$ cat src/sv/length_crc_frame_parser_macros.svh
// Assertion macros for the length/CRC frame parser.
// Used by the top level only; expects clk and rst_n in scope.
`ifndef LENGTH_CRC_FRAME_PARSER_MACROS_SVH
`define LENGTH_CRC_FRAME_PARSER_MACROS_SVH

// same-cycle implication
`define LCFP_ASSERT_NOW(lbl, ante, cons) \
    lbl: assert property (@(posedge clk) disable iff (!rst_n) (ante) |-> (cons)) \
        else $error("lcfp: assertion failed");

// next-cycle implication
`define LCFP_ASSERT_NEXT(lbl, ante, cons) \
    lbl: assert property (@(posedge clk) disable iff (!rst_n) (ante) |=> (cons)) \
        else $error("lcfp: assertion failed");

`endif

$ cat src/sv/lcfp_pkg.sv
// Shared types, constants and the CRC-16/Modbus byte step for the frame parser.
// No dependencies.
package lcfp_pkg;

    localparam logic [7:0]  FRAME_HEADER = 8'h22;
    localparam logic [7:0]  MIN_LEN      = 8'd5;
    localparam int          RESULT_CAP   = 64;
    localparam logic [15:0] CRC_INIT     = 16'hFFFF;
    localparam logic [15:0] CRC_POLY     = 16'hA001;

    typedef struct packed {
        logic       flush;
        logic [7:0] rx_byte;
    } lcfp_item_t;

    typedef struct packed {
        logic [7:0] func_code;
        logic [5:0] data_length;
        logic [7:0] data_byte;
        logic [5:0] byte_index;
        logic       last;
    } lcfp_result_t;

    typedef enum logic [3:0] {
        ST_IDLE,
        ST_SCAN,
        ST_LEN_RD,
        ST_LEN_CHK,
        ST_CRC_RD,
        ST_CRC_UPD,
        ST_CHECK,
        ST_EMIT_RD,
        ST_EMIT_OUT
    } lcfp_state_t;

    function automatic logic [15:0] crc_byte(input logic [15:0] crc_in, input logic [7:0] b);
        logic [15:0] c;
        c = crc_in ^ {8'h00, b};
        for (int k = 0; k < 8; k++)
        begin
            c = c[0] ? ((c >> 1) ^ CRC_POLY) : (c >> 1);
        end
        return c;
    endfunction

endpackage

$ cat src/sv/lcfp_front.sv
// Input queue: takes items off the slave stream and holds them for the parser.
// Depends on lcfp_pkg.
module lcfp_front (
    input  logic                clk,
    input  logic                rst_n,
    input  logic                in_valid,
    output logic                in_ready,
    input  lcfp_pkg::lcfp_item_t in_item,
    output logic                out_valid,
    input  logic                out_pop,
    output lcfp_pkg::lcfp_item_t out_item
);
    import lcfp_pkg::*;

    localparam int DEPTH = 4;
    localparam int PW    = $clog2(DEPTH);

    lcfp_item_t     mem [DEPTH];
    logic [PW-1:0]  wr_ptr_reg, wr_ptr_next;
    logic [PW-1:0]  rd_ptr_reg, rd_ptr_next;
    logic [PW:0]    count_reg, count_next;
    logic           push;
    logic           pop;

    assign in_ready  = (count_reg != (PW+1)'(DEPTH));
    assign out_valid = (count_reg != '0);
    assign out_item  = mem[rd_ptr_reg];
    assign push      = in_valid && in_ready;
    assign pop       = out_pop && out_valid;

    always_comb
    begin
        wr_ptr_next = push ? wr_ptr_reg + 1'b1 : wr_ptr_reg;
        rd_ptr_next = pop ? rd_ptr_reg + 1'b1 : rd_ptr_reg;
        count_next  = count_reg + (PW+1)'(push) - (PW+1)'(pop);
    end

    always_ff @(posedge clk or negedge rst_n)
    begin
        if (!rst_n)
        begin
            wr_ptr_reg <= '0;
            rd_ptr_reg <= '0;
            count_reg  <= '0;
        end
        else
        begin
            wr_ptr_reg <= wr_ptr_next;
            rd_ptr_reg <= rd_ptr_next;
            count_reg  <= count_next;
        end
    end

    always_ff @(posedge clk)
    begin
        if (push)
        begin
            mem[wr_ptr_reg] <= in_item;
        end
    end

endmodule

$ cat src/sv/lcfp_engine.sv
// Parser back end: byte window memory, length/header/CRC checks and result emission.
// Depends on lcfp_pkg; fed by lcfp_front.
module lcfp_engine #(
    parameter int MAX_FRAME = 64
) (
    input  logic                  clk,
    input  logic                  rst_n,
    input  logic                  in_valid,
    input  lcfp_pkg::lcfp_item_t  in_item,
    output logic                  in_pop,
    output logic                  res_valid,
    input  logic                  res_ready,
    output lcfp_pkg::lcfp_result_t res
);
    import lcfp_pkg::*;

    localparam int AW = $clog2(MAX_FRAME);
    localparam int FW = $clog2(MAX_FRAME + 1);
    localparam logic [AW+1:0] MAX_W   = (AW+2)'(MAX_FRAME);
    localparam logic [8:0]    LEN_TOP = 9'(MAX_FRAME - 1);

    function automatic logic [AW-1:0] wrap_add(input logic [AW:0] a, input logic [AW:0] b);
        logic [AW+1:0] s;
        s = {1'b0, a} + {1'b0, b};
        if (s >= MAX_W)
        begin
            s = s - MAX_W;
        end
        return s[AW-1:0];
    endfunction

    logic [7:0]    win [MAX_FRAME];
    logic [7:0]    rd_data_reg;
    logic [AW-1:0] rd_addr;
    logic [AW-1:0] wr_addr;
    logic          wr_en;

    lcfp_state_t   state_reg, state_next;
    logic [FW-1:0] fill_reg, fill_next;
    logic [AW-1:0] start_reg, start_next;
    logic [AW-1:0] off_reg, off_next;
    logic [7:0]    len_reg, len_next;
    logic [15:0]   crc_reg, crc_next;
    logic [7:0]    rx_lo_reg, rx_lo_next;
    logic [7:0]    rx_hi_reg, rx_hi_next;
    logic          hdr_ok_reg, hdr_ok_next;
    logic [7:0]    func_reg, func_next;
    logic [7:0]    idx_reg, idx_next;
    logic [6:0]    cnt_reg, cnt_next;
    logic          res_valid_reg, res_valid_next;
    lcfp_result_t  res_reg, res_next;

    logic          can_load;
    logic          below_cap;
    logic [7:0]    dlen;
    logic [8:0]    off9;
    logic [8:0]    len9;
    logic          is_last;

    assign res_valid = res_valid_reg;
    assign res       = res_reg;
    assign rd_addr   = wrap_add((AW+1)'(start_reg), (AW+1)'(off_reg));
    assign can_load  = !res_valid_reg || res_ready;
    assign below_cap = (cnt_reg < 7'(RESULT_CAP));
    assign dlen      = len_reg - MIN_LEN;
    assign off9      = 9'(off_reg);
    assign len9      = {1'b0, len_reg};
    assign is_last   = (dlen == 8'd0) || (idx_reg + 8'd1 == dlen);

    always_comb
    begin
        state_next     = state_reg;
        fill_next      = fill_reg;
        start_next     = start_reg;
        off_next       = off_reg;
        len_next       = len_reg;
        crc_next       = crc_reg;
        rx_lo_next     = rx_lo_reg;
        rx_hi_next     = rx_hi_reg;
        hdr_ok_next    = hdr_ok_reg;
        func_next      = func_reg;
        idx_next       = idx_reg;
        cnt_next       = cnt_reg;
        res_valid_next = res_valid_reg && !res_ready;
        res_next       = res_reg;
        in_pop         = 1'b0;
        wr_en          = 1'b0;
        wr_addr        = wrap_add((AW+1)'(start_reg), (AW+1)'(fill_reg));

        unique case (state_reg)
            ST_IDLE:
            begin
                if (in_valid)
                begin
                    in_pop = 1'b1;
                    if (in_item.flush)
                    begin
                        fill_next  = '0;
                        start_next = '0;
                    end
                    else
                    begin
                        wr_en    = 1'b1;
                        cnt_next = '0;
                        if (fill_reg == FW'(MAX_FRAME))
                        begin
                            wr_addr    = start_reg;
                            start_next = wrap_add((AW+1)'(start_reg), (AW+1)'(1));
                        end
                        else
                        begin
                            fill_next = fill_reg + 1'b1;
                        end
                        state_next = ST_SCAN;
                    end
                end
            end
            ST_SCAN:
            begin
                if (fill_reg < FW'(MIN_LEN))
                begin
                    state_next = ST_IDLE;
                end
                else
                begin
                    off_next   = AW'(1);
                    state_next = ST_LEN_RD;
                end
            end
            ST_LEN_RD:
            begin
                state_next = ST_LEN_CHK;
            end
            ST_LEN_CHK:
            begin
                if (rd_data_reg < MIN_LEN || {1'b0, rd_data_reg} > LEN_TOP)
                begin
                    fill_next  = fill_reg - 1'b1;
                    start_next = wrap_add((AW+1)'(start_reg), (AW+1)'(1));
                    state_next = ST_SCAN;
                end
                else if (9'(fill_reg) < {1'b0, rd_data_reg})
                begin
                    state_next = ST_IDLE;
                end
                else
                begin
                    len_next   = rd_data_reg;
                    off_next   = '0;
                    crc_next   = CRC_INIT;
                    state_next = ST_CRC_RD;
                end
            end
            ST_CRC_RD:
            begin
                state_next = ST_CRC_UPD;
            end
            ST_CRC_UPD:
            begin
                if (off_reg == '0)
                begin
                    hdr_ok_next = (rd_data_reg == FRAME_HEADER);
                end
                if (off_reg == AW'(2))
                begin
                    func_next = rd_data_reg;
                end
                if (off9 < len9 - 9'd2)
                begin
                    crc_next = crc_byte(crc_reg, rd_data_reg);
                end
                if (off9 == len9 - 9'd2)
                begin
                    rx_lo_next = rd_data_reg;
                end
                if (off9 == len9 - 9'd1)
                begin
                    rx_hi_next = rd_data_reg;
                    state_next = ST_CHECK;
                end
                else
                begin
                    off_next   = off_reg + 1'b1;
                    state_next = ST_CRC_RD;
                end
            end
            ST_CHECK:
            begin
                if (hdr_ok_reg && crc_reg == {rx_hi_reg, rx_lo_reg})
                begin
                    idx_next   = '0;
                    off_next   = AW'(3);
                    state_next = (dlen == 8'd0) ? ST_EMIT_OUT : ST_EMIT_RD;
                end
                else
                begin
                    fill_next  = fill_reg - 1'b1;
                    start_next = wrap_add((AW+1)'(start_reg), (AW+1)'(1));
                    state_next = ST_SCAN;
                end
            end
            ST_EMIT_RD:
            begin
                state_next = ST_EMIT_OUT;
            end
            ST_EMIT_OUT:
            begin
                if (can_load || !below_cap)
                begin
                    if (below_cap)
                    begin
                        res_valid_next       = 1'b1;
                        res_next.func_code   = func_reg;
                        res_next.data_length = dlen[5:0];
                        res_next.data_byte   = (dlen == 8'd0) ? 8'd0 : rd_data_reg;
                        res_next.byte_index  = idx_reg[5:0];
                        res_next.last        = is_last;
                        cnt_next             = cnt_reg + 1'b1;
                    end
                    if (is_last)
                    begin
                        fill_next  = fill_reg - FW'(len_reg);
                        start_next = wrap_add((AW+1)'(start_reg), (AW+1)'(len_reg));
                        state_next = ST_SCAN;
                    end
                    else
                    begin
                        idx_next   = idx_reg + 1'b1;
                        off_next   = off_reg + 1'b1;
                        state_next = ST_EMIT_RD;
                    end
                end
            end
            default:
            begin
                state_next = ST_IDLE;
            end
        endcase
    end

    always_ff @(posedge clk or negedge rst_n)
    begin
        if (!rst_n)
        begin
            state_reg     <= ST_IDLE;
            fill_reg      <= '0;
            start_reg     <= '0;
            res_valid_reg <= 1'b0;
            cnt_reg       <= '0;
        end
        else
        begin
            state_reg     <= state_next;
            fill_reg      <= fill_next;
            start_reg     <= start_next;
            res_valid_reg <= res_valid_next;
            cnt_reg       <= cnt_next;
        end
    end

    always_ff @(posedge clk)
    begin
        off_reg    <= off_next;
        len_reg    <= len_next;
        crc_reg    <= crc_next;
        rx_lo_reg  <= rx_lo_next;
        rx_hi_reg  <= rx_hi_next;
        hdr_ok_reg <= hdr_ok_next;
        func_reg   <= func_next;
        idx_reg    <= idx_next;
        res_reg    <= res_next;
    end

    always_ff @(posedge clk)
    begin
        if (wr_en)
        begin
            win[wr_addr] <= in_item.rx_byte;
        end
        rd_data_reg <= win[rd_addr];
    end

endmodule

$ cat src/sv/length_crc_frame_parser.sv
// Top level of the length-prefixed frame parser with CRC-16/Modbus check.
// Depends on lcfp_pkg, lcfp_front, lcfp_engine and the assertion macro header.
//
// Bytes enter on the slave stream into a four-item queue, so the input keeps
// flowing while a result waits on the master stream. The parser takes one byte
// at a time; all window traffic goes through one read port with registered
// data. A byte that settles nothing holds the parser through pop and scan; a
// length decision adds the length read and check, and a byte dropped on a bad
// length is rescanned; a full check of a frame reads and adds each byte in turn,
// then checks; emission reads and outputs each data byte (output only for an
// empty frame) while the output drains. A bad frame drops one byte and rescans,
// repeating that cost per resync step.
// Reset empties the window by clearing its fill count; unwritten entries are
// never read, so no clearing pass is needed.
`include "length_crc_frame_parser_macros.svh"

module length_crc_frame_parser #(
    parameter int MAX_FRAME = 64
) (
    input  logic        clk,
    input  logic        rst_n,
    input  logic        s_axis_tvalid,
    output logic        s_axis_tready,
    input  logic [7:0]  s_axis_tdata,   // [7:0] rx_byte
    input  logic [0:0]  s_axis_tuser,   // [0] flush
    output logic        m_axis_tvalid,
    input  logic        m_axis_tready,
    output logic [31:0] m_axis_tdata,   // [7:0] func_code, [13:8] data_length,
                                        // [21:14] data_byte, [27:22] byte_index
    output logic        m_axis_tlast
);
    import lcfp_pkg::*;

    lcfp_item_t   in_item;
    lcfp_item_t   q_item;
    logic         q_valid;
    logic         q_pop;
    lcfp_result_t res;

    assign in_item.rx_byte = s_axis_tdata;
    assign in_item.flush   = s_axis_tuser[0];

    lcfp_front u_front (
        .clk       (clk),
        .rst_n     (rst_n),
        .in_valid  (s_axis_tvalid),
        .in_ready  (s_axis_tready),
        .in_item   (in_item),
        .out_valid (q_valid),
        .out_pop   (q_pop),
        .out_item  (q_item)
    );

    lcfp_engine #(
        .MAX_FRAME (MAX_FRAME)
    ) u_engine (
        .clk       (clk),
        .rst_n     (rst_n),
        .in_valid  (q_valid),
        .in_item   (q_item),
        .in_pop    (q_pop),
        .res_valid (m_axis_tvalid),
        .res_ready (m_axis_tready),
        .res       (res)
    );

    assign m_axis_tdata = {4'h0, res.byte_index, res.data_byte, res.data_length,
                           res.func_code};
    assign m_axis_tlast = res.last;

    `LCFP_ASSERT_NOW(a_marker_shape, m_axis_tvalid && (MAX_FRAME < 70) && m_axis_tdata[13:8] == 6'd0, m_axis_tlast && m_axis_tdata[27:14] == 14'd0)
    `LCFP_ASSERT_NOW(a_last_index, m_axis_tvalid && m_axis_tlast && m_axis_tdata[13:8] != 6'd0, (m_axis_tdata[27:22] + 6'd1) == m_axis_tdata[13:8])
    `LCFP_ASSERT_NEXT(a_pop_needs_item, q_pop, !$past(q_pop) || $past(q_valid))

endmodule

$ cat config.mk
export PLATFORM = sky130hd
export DESIGN_NAME = length_crc_frame_parser
export DESIGN_NICKNAME = d
export VERILOG_FILES = /design/src/sv/lcfp_pkg.sv /design/src/sv/lcfp_front.sv /design/src/sv/lcfp_engine.sv /design/src/sv/length_crc_frame_parser.sv
export VERILOG_INCLUDE_DIRS = /design/src /design/src/sv
export SDC_FILE = /design/constraint.sdc
export NUM_CORES = 1
export LEC_CHECK = 0
export BUFFER_PORTS_ARGS = -buffer_cell sky130_fd_sc_hd__buf_2
export CAP_MARGIN = 20
export CELL_PAD_IN_SITES_DETAIL_PLACEMENT = 0
export CELL_PAD_IN_SITES_GLOBAL_PLACEMENT = 2
export CORE_MARGIN = 1
export CORE_UTILIZATION = 51
export CTS_BUF_LIST = sky130_fd_sc_hd__clkbuf_8
export DETAILED_ROUTE_END_ITERATION = 8
export GPL_ROUTABILITY_DRIVEN = 0
export GPL_TIMING_DRIVEN = 0
export MAX_ROUTING_LAYER = met4
export PLACE_DENSITY = 0.83
export SLEW_MARGIN = 20
export SYNTH_ARGS = -nofsm -noshare
export SYNTH_HDL_FRONTEND = slang
export SYNTH_SLANG_ARGS = --single-unit
$ cat constraint.sdc
create_clock -name clk -period 4.8 [get_ports clk]
set_clock_uncertainty 0.05 [all_clocks]
set_input_delay 0.72 -clock clk [delete_from_list [all_inputs] [get_ports clk]]
set_output_delay 0.72 -clock clk [all_outputs]
set_load 0.01 [all_outputs]
==> run metrics <==
HPWL after detailed placement=42100 µm; RSZ-0062 raised after global routing=false; # setup viols final=0; Horiz. Die Dim=240 µm; Netlist cell types=72; initial core utilization=51.9%; pin count of the biggest net entering global routing=65; Worst-path clk slew=60 ps; Synth Area per Inst=18.0 µm²; Filler Cell Count=4131; initial antenna violation count=1; first-pass GRT wire length=97700 µm; Crit path required time=5280 ps; worst slack, placed=-279 ps; core box area=55400 µm²; placed instance area=30300 µm²; synth warn=0; pwr/cell area=709 nW/µm²; vias in the first global route=15.6k; Hold Buf Count CTS=0; nets=1831; Yosys reg bits=680; routed vias=15.2k; I/O pin count=48; startpoint class of the critical path=flop; Clock Tree Root=clkbuf_8; Area Overhead vs Synth=12.8%; Final Hold Fails=0; Worst VDD drop=0.468 mV; Design Area, Final=32400 µm²; CTS H-Tree Depth=3; Cells after DPL=2398; total grt overflow=0; Clock Path Buffers=3; worst setup margin=132 ps; port bufs=43; max cap viols=0; Layout Cells excl Fill=2603; CP Class=reg2reg; # rows=86; drt pass-1 iters=5; f_max=214 MHz; post-synthesis sequential area ratio=70.1%; Critical Path End Type=flop; total global-route track usage=24.3%; ANT nets after route=0; FFs w/ async S/R, synth=4.71%; dominant synthesized flop cell=edfxtp_1; Final Max Tran Viols=0; max FFs per register=512; CTS Sinks=680; leakage power=10.8 nW; Util after Layout=58.6%; worst skew pair latency=720 ps; total CTS buffers=109; Rel. slew slack=33.6%; Synth Cell Area=28800 µm²; Detailed Route Iter0 Violations=1258; Tcrit/Tclk final=97.2%; routed length per instance=24.9 µm; drt total wl=64900 µm; Via-to-Cell Ratio=5.84; crit path DAT=5140 ps; DR DRC count=0; Cells after Synth=1598; status=completed; crit path max fanout=12; layout cells sized above 1=25.2%; die height=240 µm; worst-margin pin slew=990 ps; area of the die=57400 µm²; Worst Hold Class=in2async; TritonCTS clock tree=built; min Tclk post-route=4670 ps; Post-synth EDFFs=640; Post-CTS Setup Inserts=0
-- kinds of logic (layout without fill, tap and decap cells) --
logic type | after synthesis | in the layout | share of synthesized area (%)
DFF | 680 | 680 | 70.1
and+or+nand+nor | 312 | 312 | 5.49
muxes | 185 | 185 | 13.8
AOI/OAI and AO/OA | 144 | 144 | 3.23
buffers and inverters | 126 | 379 | 1.81
xor gates and xnor gates | 93 | 93 | 2.93
adders and majority gates | 57 | 57 | 2.61
other | 1 | 5 | 0.0130
-- where the power goes --
part / internal [mW] / total, mW / switching (mW) / leakage (nW)
clock: 2.44 / 4.73 / 2.29 / 1.21
combinational: 4.03 / 10.1 / 6.04 / 3.35
sequential: 7.85 / 8.22 / 0.378 / 6.25
-- cells in the final DEF (no fill, tap or decap), drive strengths merged, types with 5 or more instances in the layout --
cell / n
xor2: 36
a31oi: 8
inv: 89
a21o: 9
o211ai: 5
nor4: 12
nor2b: 17
edfxtp: 640
nor3: 80
dfrtp: 32
or3: 8
nand3: 24
dfxtp: 8
nor2: 58
mux4: 169
buf: 79
and3: 11
o21ai: 24
xnor2: 55
a211oi: 10
nand4: 12
nand2: 60
mux2i: 13
ha: 52
fa: 5
a21oi: 46
clkinv: 46
clkbuf: 161
nand2b: 11
-- critical path, cell delays in order, from the launching register on --
cell and delay (ps):
dfrtp_1 550, ha_1 300, fa_1 570, clkbuf_1 530, buf_2 420, clkbuf_2 450
mux4_2 420, mux4_2 470, mux2i_1 470, a21oi_1 220
-- cell type report --
type	instances	area (µm²)	share of cell area, %
inverters	49	184	0.567
clock buffers	114	1570	4.84
well taps	748	936	2.88
plain buffers	77	348	1.07
flip-flops and latches	680	20200	62.2
diodes	1	2.50	0.00771
clock inverters	90	515	1.59
multi-input cells	795	8450	26.0
repair buffers	49	269	0.829
-- final timing paths --
check,slack [ps],to,depth (start not counted),start
setup / recovery,130,u_engine.rd_data_reg[5],9,u_engine.start_reg[0]
hold / removal,60,u_front.wr_ptr_reg[1],1,rst_n
setup reg to reg,130,u_engine.rd_data_reg[5],9,u_engine.start_reg[0]
hold reg to reg,370,u_engine.res[27],0,u_engine.func_reg[6]
max in group asynchronous,4120,u_engine.fill_reg[6],1,rst_n
min in group clk,180,u_front.mem[2][5],1,s_axis_tdata[5]
-- metrics by stage --
step | setup TNS (ps) | total power [mW] | hold WS (ps)
CTS | 0 | 23.2 | 45.7
global route | 0 | 24.0 | 85.8
detailed placement | -1510 | 18.5 | 355
floorplan | 0 | 14.9 | 350
global placement | -1340 | 18.1 | 353
finish | 0 | 23.0 | 61.4
-- cells in the mapped netlist (17+ instances only) --
master / count / area [µm²]
ha_1: 52 / 651
nor2b_1: 17 / 106
xnor2_1: 55 / 482
a21oi_1: 46 / 230
buf_2: 20 / 100
xor2_1: 36 / 315
edfxtp_1: 640 / 19200
dfrtp_1: 32 / 801
clkbuf_1: 47 / 176
nand2_1: 60 / 225
mux4_2: 169 / 3810
nor3_1: 79 / 395
inv_1: 49 / 184
o21ai_0: 22 / 110
nor2_1: 58 / 218
nand3_1: 23 / 115
-- metal layers --
| metal | share of wire [%] | vias up | track usage (%) |
|---|---|---|---|
| li1 | - | 6758 | - |
| met1 | 41 | 7888 | 31.0 |
| met2 | 51 | 462 | 39.9 |
| met3 | 5.4 | 97 | 4.24 |
| met4 | 2.5 | 0 | 7.36 |
| met5 | 0 | - | - |
-- what timing repair did --
action,in CTS,in global routing
gates cloned,0,0
gates resized for setup,6,4
endpoints found under the setup margin,8,3
pin swaps,0,0
No activity file was read; power rests on OpenSTA's default activity.
